$ cat config.mk
export PLATFORM = sky130hd
export DESIGN_NAME = rms_energy_voice_activity_detector_unit_flat
export DESIGN_NICKNAME = d
export VERILOG_FILES = /design/src/hdl/rmsvad_pkg.sv /design/src/hdl/rmsvad_ifs.sv /design/src/hdl/rmsvad_sub.sv /design/src/hdl/rmsvad_engine.sv /design/src/hdl/rmsvad_track.sv /design/src/hdl/rms_energy_voice_activity_detector_unit.sv /design/src/flat_wrapper.sv
export SDC_FILE = /design/constraint.sdc
export NUM_CORES = 1
export LEC_CHECK = 0
export BUFFER_PORTS_ARGS = -buffer_cell sky130_fd_sc_hd__buf_2
export CAP_MARGIN = 0
export CORE_ASPECT_RATIO = 1.2
export CORE_MARGIN = 3
export CORE_UTILIZATION = 35
export DETAILED_ROUTE_END_ITERATION = 10
export PLACE_DENSITY = 0.59
export RECOVER_POWER = 50
export SYNTH_ARGS = -nofsm -noshare
export SYNTH_HDL_FRONTEND = slang
export SYNTH_SLANG_ARGS = --single-unit
$ cat constraint.sdc
create_clock -name clk -period 18.82 [get_ports clk]
set_input_delay 2.823 -clock clk [delete_from_list [all_inputs] [get_ports clk]]
set_output_delay 2.823 -clock clk [all_outputs]
set_load 0.01 [all_outputs]
$ cat src/hdl/rmsvad_pkg.sv
// shared widths, constants and types of the rms energy voice activity detector
package rmsvad_pkg;

  // payload and state widths
  localparam int SAMPLE_W = 16;
  localparam int MAG_W    = 17;
  localparam int SQ_W     = 31;
  localparam int SUM_W    = 43;
  localparam int COUNT_W  = 13;
  localparam int RMS_W    = 16;
  localparam int LEVEL_W  = 7;
  localparam int RUN_W    = 8;

  // frame closes on its own at this many samples
  localparam int MAX_FRAME_SAMPLES = 4096;

  // shared subtract unit and its iteration counts
  localparam int SUB_W      = 19;
  localparam int REM_W      = 17;
  localparam int DIV_STEPS  = SUM_W;
  localparam int SQRT_STEPS = RMS_W;
  localparam int STEP_W     = 6;

  // smoothing and meter constants
  localparam int SMOOTH_W   = 19;
  localparam int SMOOTH_MUL = 7;
  localparam int SMOOTH_SH  = 3;
  localparam int PCT_W      = 23;
  localparam int PCT_MUL    = 100;
  localparam int PCT_SH     = 15;
  localparam int LEVEL_MAX  = 100;
  localparam int RUN_MAX    = 255;

  // configuration port
  localparam int CFG_INDEX_W = 2;
  localparam int CFG_DATA_W  = 16;
  localparam logic [CFG_INDEX_W-1:0] CFG_RMS_THRESHOLD       = 2'd0;
  localparam logic [CFG_INDEX_W-1:0] CFG_SPEECH_FRAME_LIMIT  = 2'd1;
  localparam logic [CFG_INDEX_W-1:0] CFG_SILENCE_FRAME_LIMIT = 2'd2;
  localparam logic [15:0] RESET_RMS_THRESHOLD       = 16'd900;
  localparam logic [7:0]  RESET_SPEECH_FRAME_LIMIT  = 8'd2;
  localparam logic [7:0]  RESET_SILENCE_FRAME_LIMIT = 8'd12;

  // input opcodes
  localparam logic OP_SAMPLE = 1'b0;
  localparam logic OP_CLEAR  = 1'b1;

  // configuration register set
  typedef struct packed {
    logic [15:0] rms_threshold;
    logic [7:0]  speech_frame_limit;
    logic [7:0]  silence_frame_limit;
  } cfg_t;

  // from the rms engine to the tracker
  typedef struct packed {
    logic             valid;
    logic             clear;
    logic [RMS_W-1:0] rms;
  } frame_t;

endpackage

$ cat src/hdl/rmsvad_ifs.sv
// valid/ready channels for samples in and frame results out

interface rmsvad_in_if;
  logic                                 valid;
  logic                                 ready;
  logic                                 opcode;
  logic signed [rmsvad_pkg::SAMPLE_W-1:0] sample;
  logic                                 frame_last;

  modport source (output valid, opcode, sample, frame_last, input ready);
  modport sink (input valid, opcode, sample, frame_last, output ready);
endinterface

interface rmsvad_out_if;
  logic                              valid;
  logic                              ready;
  logic [rmsvad_pkg::RMS_W-1:0]      frame_rms;
  logic [rmsvad_pkg::LEVEL_W-1:0]    level_percent;
  logic                              speech_active;
  logic                              wake_latched;

  modport source (output valid, frame_rms, level_percent, speech_active, wake_latched,
                  input ready);
  modport sink (input valid, frame_rms, level_percent, speech_active, wake_latched,
                output ready);
endinterface

$ cat src/hdl/rmsvad_sub.sv
// shared trial subtractor used by the divide and square root steps
module rmsvad_sub (
  input  logic [rmsvad_pkg::SUB_W-1:0] a,
  input  logic [rmsvad_pkg::SUB_W-1:0] b,
  output logic [rmsvad_pkg::SUB_W-1:0] diff,
  output logic                         borrow
);

  // borrow set means a < b
  assign {borrow, diff} = {1'b0, a} - {1'b0, b};

endmodule

$ cat src/hdl/rmsvad_engine.sv
// energy accumulator and rms sequencer: square, add, long divide, digit square root
module rmsvad_engine (
  input  logic                clk,
  input  logic                rst,
  rmsvad_in_if.sink           din,
  output rmsvad_pkg::frame_t  frame,
  input  logic                frame_ready
);

  localparam logic [2:0] S_IDLE = 3'd0;
  localparam logic [2:0] S_SQ   = 3'd1;
  localparam logic [2:0] S_ACC  = 3'd2;
  localparam logic [2:0] S_DIV  = 3'd3;
  localparam logic [2:0] S_SQRT = 3'd4;
  localparam logic [2:0] S_DONE = 3'd5;

  logic [2:0]                          state;
  logic [rmsvad_pkg::MAG_W-1:0]        mag;
  logic                                last;
  logic [rmsvad_pkg::SQ_W-1:0]         square;
  logic [rmsvad_pkg::SUM_W-1:0]        sum;
  logic [rmsvad_pkg::COUNT_W-1:0]      count;
  logic [rmsvad_pkg::REM_W-1:0]        rem;
  logic [rmsvad_pkg::RMS_W-1:0]        root;
  logic [rmsvad_pkg::STEP_W-1:0]       step;

  logic                                accept;
  logic [rmsvad_pkg::MAG_W-1:0]        mag_next;
  logic [2*rmsvad_pkg::MAG_W-1:0]      square_full;
  logic [rmsvad_pkg::COUNT_W-1:0]      count_next;
  logic [rmsvad_pkg::SUB_W-1:0]        sub_a;
  logic [rmsvad_pkg::SUB_W-1:0]        sub_b;
  logic [rmsvad_pkg::SUB_W-1:0]        sub_diff;
  logic                                sub_borrow;

  assign din.ready = (state == S_IDLE);
  assign accept    = din.valid && din.ready;

  // magnitude of the sample, 32768 for the most negative code
  assign mag_next = din.sample[rmsvad_pkg::SAMPLE_W-1]
                  ? (rmsvad_pkg::MAG_W'(1 << rmsvad_pkg::SAMPLE_W)
                     - {1'b0, din.sample})
                  : {1'b0, din.sample};

  assign square_full = mag * mag;
  assign count_next  = count + rmsvad_pkg::COUNT_W'(1);

  // operand select for the shared subtractor
  always_comb begin
    if (state == S_DIV) begin
      sub_a = rmsvad_pkg::SUB_W'({rem[rmsvad_pkg::COUNT_W-1:0], sum[rmsvad_pkg::SUM_W-1]});
      sub_b = rmsvad_pkg::SUB_W'(count);
    end else begin
      sub_a = {rem, sum[31:30]};
      sub_b = rmsvad_pkg::SUB_W'({root, 2'b01});
    end
  end

  rmsvad_sub u_sub (
    .a      (sub_a),
    .b      (sub_b),
    .diff   (sub_diff),
    .borrow (sub_borrow)
  );

  // handshake toward the tracker
  always_comb begin
    frame.valid = (state == S_DONE);
    frame.clear = accept && (din.opcode == rmsvad_pkg::OP_CLEAR);
    frame.rms   = root;
  end

  // sequencer
  always_ff @(posedge clk) begin
    if (rst) begin
      state <= S_IDLE;
      sum   <= '0;
      count <= '0;
      rem   <= '0;
      root  <= '0;
      step  <= '0;
    end else begin
      case (state)
        S_IDLE: begin
          if (accept && din.opcode == rmsvad_pkg::OP_SAMPLE) begin
            mag   <= mag_next;
            last  <= din.frame_last;
            state <= S_SQ;
          end
        end
        S_SQ: begin
          square <= square_full[rmsvad_pkg::SQ_W-1:0];
          state  <= S_ACC;
        end
        S_ACC: begin
          sum   <= sum + rmsvad_pkg::SUM_W'(square);
          count <= count_next;
          step  <= '0;
          rem   <= '0;
          if (last || count_next == rmsvad_pkg::COUNT_W'(rmsvad_pkg::MAX_FRAME_SAMPLES)) begin
            state <= S_DIV;
          end else begin
            state <= S_IDLE;
          end
        end
        S_DIV: begin
          // one quotient bit per cycle, shifted in behind the dividend
          sum <= {sum[rmsvad_pkg::SUM_W-2:0], ~sub_borrow};
          if (step == rmsvad_pkg::STEP_W'(rmsvad_pkg::DIV_STEPS - 1)) begin
            // the square root starts from a clean remainder
            rem   <= '0;
            step  <= '0;
            state <= S_SQRT;
          end else begin
            if (!sub_borrow) begin
              rem <= rmsvad_pkg::REM_W'(sub_diff[rmsvad_pkg::COUNT_W-1:0]);
            end else begin
              rem <= rmsvad_pkg::REM_W'(sub_a[rmsvad_pkg::COUNT_W-1:0]);
            end
            step <= step + rmsvad_pkg::STEP_W'(1);
          end
        end
        S_SQRT: begin
          // one root bit per cycle from two quotient bits
          if (!sub_borrow) begin
            rem  <= sub_diff[rmsvad_pkg::REM_W-1:0];
            root <= {root[rmsvad_pkg::RMS_W-2:0], 1'b1};
          end else begin
            rem  <= sub_a[rmsvad_pkg::REM_W-1:0];
            root <= {root[rmsvad_pkg::RMS_W-2:0], 1'b0};
          end
          sum <= {sum[rmsvad_pkg::SUM_W-3:0], 2'b00};
          if (step == rmsvad_pkg::STEP_W'(rmsvad_pkg::SQRT_STEPS - 1)) begin
            step  <= '0;
            state <= S_DONE;
          end else begin
            step <= step + rmsvad_pkg::STEP_W'(1);
          end
        end
        S_DONE: begin
          if (frame_ready) begin
            sum   <= '0;
            count <= '0;
            rem   <= '0;
            root  <= '0;
            state <= S_IDLE;
          end
        end
        default: begin
          state <= S_IDLE;
        end
      endcase
    end
  end

endmodule

$ cat src/hdl/rmsvad_track.sv
// smoothed level meter, silence/speech machine, wake latch and result register
module rmsvad_track (
  input  logic                clk,
  input  logic                rst,
  input  rmsvad_pkg::cfg_t    cfg,
  input  rmsvad_pkg::frame_t  frame,
  output logic                frame_ready,
  rmsvad_out_if.source        dout
);

  logic [rmsvad_pkg::RMS_W-1:0]    smoothed;
  logic                            voice;
  logic                            wake;
  logic [rmsvad_pkg::RUN_W-1:0]    loud_run;
  logic [rmsvad_pkg::RUN_W-1:0]    quiet_run;
  logic                            pend;
  logic                            out_valid;

  logic                            take;
  logic                            loud;
  logic [rmsvad_pkg::RUN_W-1:0]    loud_inc;
  logic [rmsvad_pkg::RUN_W-1:0]    quiet_inc;
  logic [rmsvad_pkg::SMOOTH_W-1:0] smooth_sum;
  logic [rmsvad_pkg::PCT_W-1:0]    pct_prod;
  logic [rmsvad_pkg::RUN_W-1:0]    pct;
  logic                            voice_next;
  logic                            wake_next;

  assign frame_ready = !pend && (!out_valid || dout.ready);
  assign take        = frame.valid && frame_ready;
  assign dout.valid  = out_valid;

  // loudness decision and saturating run counts
  assign loud      = (frame.rms >= cfg.rms_threshold);
  assign loud_inc  = (loud_run == rmsvad_pkg::RUN_W'(rmsvad_pkg::RUN_MAX))
                   ? loud_run : loud_run + rmsvad_pkg::RUN_W'(1);
  assign quiet_inc = (quiet_run == rmsvad_pkg::RUN_W'(rmsvad_pkg::RUN_MAX))
                   ? quiet_run : quiet_run + rmsvad_pkg::RUN_W'(1);

  // smoothing: (level*7 + rms) / 8
  assign smooth_sum = rmsvad_pkg::SMOOTH_W'(smoothed) * rmsvad_pkg::SMOOTH_W'(rmsvad_pkg::SMOOTH_MUL)
                    + rmsvad_pkg::SMOOTH_W'(frame.rms);

  // percent meter from the registered smoothed level
  assign pct_prod = rmsvad_pkg::PCT_W'(smoothed) * rmsvad_pkg::PCT_W'(rmsvad_pkg::PCT_MUL);
  assign pct      = pct_prod[rmsvad_pkg::PCT_W-1:rmsvad_pkg::PCT_SH];

  // voice state machine
  always_comb begin
    voice_next = voice;
    wake_next  = wake;
    if (loud) begin
      if (!voice && loud_inc >= cfg.speech_frame_limit) begin
        voice_next = 1'b1;
        wake_next  = 1'b1;
      end
    end else begin
      if (voice && quiet_inc >= cfg.silence_frame_limit) begin
        voice_next = 1'b0;
      end
    end
  end

  // tracker state
  always_ff @(posedge clk) begin
    if (rst) begin
      smoothed  <= '0;
      voice     <= 1'b0;
      wake      <= 1'b0;
      loud_run  <= '0;
      quiet_run <= '0;
    end else if (take) begin
      smoothed <= smooth_sum[rmsvad_pkg::SMOOTH_W-1:rmsvad_pkg::SMOOTH_SH];
      voice    <= voice_next;
      wake     <= wake_next;
      if (loud) begin
        loud_run  <= loud_inc;
        quiet_run <= '0;
      end else begin
        quiet_run <= quiet_inc;
        loud_run  <= '0;
      end
    end else if (frame.clear) begin
      wake <= 1'b0;
    end
  end

  // result register: fields on transfer from the engine, level in the cycle after
  always_ff @(posedge clk) begin
    if (rst) begin
      pend      <= 1'b0;
      out_valid <= 1'b0;
    end else if (take) begin
      pend      <= 1'b1;
      out_valid <= 1'b0;
    end else if (pend) begin
      pend      <= 1'b0;
      out_valid <= 1'b1;
    end else if (out_valid && dout.ready) begin
      out_valid <= 1'b0;
    end
  end

  always_ff @(posedge clk) begin
    if (take) begin
      dout.frame_rms     <= frame.rms;
      dout.speech_active <= voice_next;
      dout.wake_latched  <= wake_next;
    end
    if (pend) begin
      dout.level_percent <= (pct > rmsvad_pkg::RUN_W'(rmsvad_pkg::LEVEL_MAX))
                          ? rmsvad_pkg::LEVEL_W'(rmsvad_pkg::LEVEL_MAX)
                          : pct[rmsvad_pkg::LEVEL_W-1:0];
    end
  end

endmodule

$ cat src/hdl/rms_energy_voice_activity_detector_unit.sv
// top level of the rms energy voice activity detector
//
// din carries one item per transfer: opcode 0 adds a signed 16-bit sample
// to the running frame energy, opcode 1 clears the wake latch and makes no
// result. frame_last, or the 4096th sample of a frame, closes the frame.
// dout carries one result per closed frame: frame rms, smoothed level in
// percent, speech state and wake latch.
// A sample that leaves the frame open holds din off while it is squared
// and then accumulated; no new sample is taken before that is done. A closing
// sample adds a restoring divide and a digit square root on one shared
// subtractor, then the transfer into the tracker and the level meter update;
// din is ready again before dout valid rises.
// A clear opcode leaves din ready.
// A finished result waits in the dout register; the engine still takes
// samples meanwhile and only holds din off if a second frame closes before
// the first result has been taken.
// Reset (rst, synchronous) empties the frame, zeroes the smoothed level and
// run counts, returns to silence, clears the wake latch and loads the
// registers with threshold 900, speech limit 2 and silence limit 12.
// Configuration writes (cfg_we, cfg_index, cfg_data) go through registers before they take effect.
module rms_energy_voice_activity_detector_unit (
  input  logic                                   clk,
  input  logic                                   rst,
  rmsvad_in_if.sink                              din,
  rmsvad_out_if.source                           dout,
  input  logic                                   cfg_we,
  input  logic [rmsvad_pkg::CFG_INDEX_W-1:0]     cfg_index,
  input  logic [rmsvad_pkg::CFG_DATA_W-1:0]      cfg_data
);

  rmsvad_pkg::cfg_t   cfg;
  rmsvad_pkg::frame_t frame;
  logic               frame_ready;

  // configuration registers
  always_ff @(posedge clk) begin
    if (rst) begin
      cfg.rms_threshold       <= rmsvad_pkg::RESET_RMS_THRESHOLD;
      cfg.speech_frame_limit  <= rmsvad_pkg::RESET_SPEECH_FRAME_LIMIT;
      cfg.silence_frame_limit <= rmsvad_pkg::RESET_SILENCE_FRAME_LIMIT;
    end else if (cfg_we) begin
      case (cfg_index)
        rmsvad_pkg::CFG_RMS_THRESHOLD: begin
          cfg.rms_threshold <= cfg_data;
        end
        rmsvad_pkg::CFG_SPEECH_FRAME_LIMIT: begin
          cfg.speech_frame_limit <= cfg_data[7:0];
        end
        rmsvad_pkg::CFG_SILENCE_FRAME_LIMIT: begin
          cfg.silence_frame_limit <= cfg_data[7:0];
        end
        default: begin
        end
      endcase
    end
  end

  // energy accumulation and rms
  rmsvad_engine u_engine (
    .clk         (clk),
    .rst         (rst),
    .din         (din),
    .frame       (frame),
    .frame_ready (frame_ready)
  );

  // level meter, voice machine and result register
  rmsvad_track u_track (
    .clk         (clk),
    .rst         (rst),
    .cfg         (cfg),
    .frame       (frame),
    .frame_ready (frame_ready),
    .dout        (dout)
  );

endmodule

$ cat src/flat_wrapper.sv
// flat-port wrapper written by rule: the top's interface ports become plain ports
module rms_energy_voice_activity_detector_unit_flat 
  (clk, rst, cfg_we, cfg_index, cfg_data, din_valid, din_opcode, din_sample, din_frame_last, din_ready, dout_valid, dout_frame_rms, dout_level_percent, dout_speech_active, dout_wake_latched, dout_ready);
  rmsvad_in_if din_i ();
  rmsvad_out_if dout_i ();
  input  logic clk;
  input  logic rst;
  input  logic cfg_we;
  input  logic [rmsvad_pkg::CFG_INDEX_W-1:0] cfg_index;
  input  logic [rmsvad_pkg::CFG_DATA_W-1:0] cfg_data;
  input wire logic [$bits(din_i.valid)-1:0] din_valid;
  input wire logic [$bits(din_i.opcode)-1:0] din_opcode;
  input wire logic [$bits(din_i.sample)-1:0] din_sample;
  input wire logic [$bits(din_i.frame_last)-1:0] din_frame_last;
  output wire logic [$bits(din_i.ready)-1:0] din_ready;
  output wire logic [$bits(dout_i.valid)-1:0] dout_valid;
  output wire logic [$bits(dout_i.frame_rms)-1:0] dout_frame_rms;
  output wire logic [$bits(dout_i.level_percent)-1:0] dout_level_percent;
  output wire logic [$bits(dout_i.speech_active)-1:0] dout_speech_active;
  output wire logic [$bits(dout_i.wake_latched)-1:0] dout_wake_latched;
  input wire logic [$bits(dout_i.ready)-1:0] dout_ready;
  assign din_i.valid = din_valid;
  assign din_i.opcode = din_opcode;
  assign din_i.sample = din_sample;
  assign din_i.frame_last = din_frame_last;
  assign din_ready = din_i.ready;
  assign dout_valid = dout_i.valid;
  assign dout_frame_rms = dout_i.frame_rms;
  assign dout_level_percent = dout_i.level_percent;
  assign dout_speech_active = dout_i.speech_active;
  assign dout_wake_latched = dout_i.wake_latched;
  assign dout_i.ready = dout_ready;
  rms_energy_voice_activity_detector_unit u_core (.clk(clk), .rst(rst), .din(din_i), .dout(dout_i), .cfg_we(cfg_we), .cfg_index(cfg_index), .cfg_data(cfg_data));
endmodule
==> results.cfg <==
[setup_path]
worst_setup_path_end_kind = register
criticalPathCategory = input pin to register
worst_setup_path_start_kind = input pin
worst-endpoint-required_ns = 19.28
worst-r2r-setup-slack_ns = 11.85
worst_ep_arrival_time_ns = 7.82
worstPathMaxFanout = 62
reg2reg_launch_point = u_core.u_engine.mag[5]
depth_of_the_worst_register_to_register_path = 22
crit-reg2reg-capture = u_core.u_engine.square[30]

[synth]
synth-adder-area-share_pct = 32.8
async_reset_ff_share_pct = 0
synthesized_area_divided_by_synthesized_cell_count_um2 = 8.94
synth_simple_gate_area_share_pct = 14.7
synth-seq-area-share_pct = 23.4
yosys_most_used_dff = dfxtp_1
synth_top_family_by_area = adder cells
cell_accounting_for_the_most_synthesized_area = fa_1
synth-warning-count = 0
post-synth-top-area-fraction_pct = 19.6
yosys.cell_types.count = 82
synthTopCellsByArea = fa_1 20%, dfxtp_1 14%, ha_1 13%, edfxtp_1 9.3%, inv_1 6.2%
ys_ff_latch = 239
synth_edf_count = 73
synth_fp_nets = 3153
share_of_the_synthesized_area_in_compound_gates_ao_oa_aoi_oai_pct = 14.7
gate_count_post_synth = 2634
synthMuxAreaShare_pct = 2.05
synthXorXnorAreaFrac_pct = 4.47
mappedNetlistArea_um2 = 23500

[worst_hold_path]
min_delay_path_class = register to register
min_from = u_core.cfg[17]
worst_hold_path.num_cells = 2
min_delay_worst_endpoint = u_core.cfg[17]

[sta]
maxSlewViolCount = 104
tightest_slew_ns = 2.78
worst_clock_skew_ns = 0.0353
slew-limit-headroom_pct = -85.1
timing.final.setup_violations = 0
fmaxAchievable_mhz = 136
finalHoldViolCount = 0
period_needed_ns = 7.36
rsz0062_at_grt = false
fin_tns_setup_ns = 0
fraction_of_the_cycle_the_final_worst_path_needs_pct = 39.1

[placement]
gpl.final_weighted_congestion = 0.875
numPortBuffers = 67
dp_hpwl_um = 42500

[drt]
routed_wire_length_per_instance_um = 15.3
detail-route-antenna-nets = 0
post_detailed_routing_wire_length_um = 54600
mean_number_of_vias_per_cell = 5.09
firstDrtPassIters = 6
drt-initial-drc-count = 1083
post-route-drc-count = 0
vias_after_detailed_routing = 18152

[pwr]
power_density_nw_per_um2 = 98.7
ir_drop_uv = 62.9
leak_pwr_nw = 12.0
power_frac_seq_pct = 25.3
p_sw_share_pct = 39.3
totalPowerFinal_w = 0.00254
comb_power_share_pct = 50.6
internal_power_w = 0.00154
power.net_switching_w = 0.00100
power.clock.fraction_pct = 24.1

[global_route]
antenna_found_initial = 1
grt_start_max_net_pins = 63
first_global_vias = 19164
gr-usage-all-layers_pct = 15.6
grt_first_pass_wirelength_um = 93800
global_route.overflow_total = 0

[clock_tree]
cts-root-to-sink-buffers = 3
root_buffer = clkbuf_16
num_cts_buffers = 30
path_clk_slew_ns = 0.06
postCtsHoldBufs = 0
clk_sinks = 239
cts_tree = built
clock_tree.htree_level_count = 1
cts_resized = 0
clk_latency_ns = 0.58
cts_setup_buffers = 0

[run]
max_cap_viols = 2

[floorplanning]
dieHeight_um = 290
top_level_ports = 68
floorplan.die_area_um2 = 70400
initial_utilization_pct = 35.5
row_count = 103
placeableCoreArea_um2 = 66200
chip_width_um = 243

[run_status]
violations = max-capacitance violations, max-slew violations
outcome = complete, but fails checks

[finish]
drive_above_1_share_pct = 5.13
layout.filler_cells = 6696
synthToLayoutAreaGrowth_pct = 9.47
fin_nets = 3167
[cells by family (layout without fill, tap and decap cells)]
logic type      after synthesis  after routing
compound gates              520            520
xor+xnor                    120            120
fa+ha+maj                   478            478
buf+inv                     489            526
flops                       239            239
mux                          47             47
other cells                   1              2
simple gates                740            740
[stage by stage]
step / hold slack (ns) / cells / setup WS, ns / util [%] / cell area [um2]
2_1_floorplan: 0.428 / 2634 / 12.48 / - / 23500
3_3_place_gp: 0.445 / 3508 / 12.05 / 37.4 / 24800
3_5_place_dp: 0.449 / 3508 / 11.83 / 37.4 / 24800
4_1_cts: 0.457 / 3563 / 11.83 / 39.0 / 25800
5_1_grt: 0.473 / 3563 / 10.93 / 38.9 / 25800
6_report: 0.456 / 3564 / 11.46 / 38.9 / 25800
[layout by cell type, fill, tap and decap left out, types with 8 or more instances in the layout]
master	count
a211o_1	8
a211oi_1	29
a21o_1	42
a21oi_1	160
a221oi_1	10
a222oi_1	26
a22o_1	22
a22oi_1	18
a31oi_1	23
and2_1	68
and3_1	15
buf_2	36
buf_4	14
clkbuf_1	37
clkbuf_16	34
dfxtp_1	166
edfxtp_1	73
fa_1	231
ha_1	247
inv_1	386
mux2_2	8
mux2i_1	38
nand2_1	287
nand2b_1	27
nand3_1	54
nand4_1	20
nor2_1	156
nor2b_1	21
nor3_1	32
o21a_1	14
o21ai_0	89
o31ai_1	8
or3_1	11
xnor2_1	81
xor2_1	39
[critical path, cell delays in order]
cell and delay [ns]:
clkbuf_1 1.53, clkbuf_1 2.07, buf_4 0.70, nor2_1 0.24, nand2_1 0.12, nor2_1 0.04
a21oi_1 0.12, o21ai_0 0.08
[area by class of cell]
cell class | instances | area (um2) | share of cell area [%]
antenna | 1 | 2.50 | 0.00971
clock buffer | 37 | 872 | 3.38
clock inverter | 18 | 194 | 0.753
inverter | 386 | 1450 | 5.62
multi-input combinational | 1906 | 16200 | 62.9
sequential | 239 | 5520 | 21.4
tap | 892 | 1120 | 4.33
timing repair buffer | 85 | 417 | 1.62
[cell usage after synthesis (6+ instances only)]
cell / n
inv_1: 386
nand2_1: 287
ha_1: 247
fa_1: 231
dfxtp_1: 166
a21oi_1: 161
nor2_1: 159
o21ai_0: 89
clkbuf_1: 85
xnor2_1: 81
edfxtp_1: 73
and2_1: 70
nand3_1: 54
a21o_1: 42
xor2_1: 39
mux2i_1: 38
nor3_1: 32
a211oi_1: 29
nand2b_1: 27
a222oi_1: 26
a31oi_1: 23
a22o_1: 22
nor2b_1: 21
nand4_1: 20
a22oi_1: 18
and3_1: 15
o21a_1: 14
or3_1: 11
a221oi_1: 10
mux2_2: 9
a211o_1: 8
buf_1: 8
o31ai_1: 8
buf_2: 7
nor3b_1: 7
o21bai_1: 7
or2_2: 6
or4_1: 6
[per-layer routing]
layer	vias to the layer above	wire [um]	GRT usage, %
met5	-	0	0
met3	97	2060	2.12
li1	8930	-	-
met1	8783	23500	19.2
met2	342	27600	28.4
met4	0	1410	4.16
[power groups by stage]
stage                     clock network [W]  logic (W)  registers, W
after detailed placement                  0    0.00128      0.000655
after CTS                          0.000628    0.00129      0.000644
after floorplan                           0    0.00102      0.000643
after global placement                    0    0.00125      0.000654
final                              0.000613    0.00129      0.000645
after global routing               0.000652    0.00148      0.000648
[sequential cells by signal, summed over array words and instances (netlist names)]
register                           cells
u_core.u_engine.step                   6
u_core.u_track.wake                    1
u_core.u_engine.mag                   17
u_core.u_engine.square                30
u_core.u_engine.sum                   43
u_core.cfg                            32
u_core.u_track.quiet_run               8
u_core.u_engine.count                 13
u_core.u_track.dout.wake_latched       1
u_core.u_track.pend                    1
u_core.u_track.dout.speech_active      1
u_core.u_track.smoothed               16
u_core.u_track.dout.valid              1
u_core.u_track.loud_run                8
u_core.u_engine.last                   1
u_core.u_engine.root                  16
u_core.u_track.voice                   1
u_core.u_track.dout.level_percent      7
u_core.u_track.dout.frame_rms         16
u_core.u_engine.rem                   17
u_core.u_engine.state                  3
[worst max path at each step]
stage	from	to
floorplan	u_core.u_engine.mag[5]	u_core.u_engine.square[30]
global placement	u_core.u_engine.mag[5]	u_core.u_engine.square[30]
detailed placement	u_core.u_engine.mag[5]	u_core.u_engine.square[30]
CTS	u_core.u_engine.mag[5]	u_core.u_engine.square[30]
global route	rst	u_core.u_engine.rem[14]
finish	rst	u_core.u_engine.rem[14]
No activity file was read; power rests on OpenSTA's default activity.
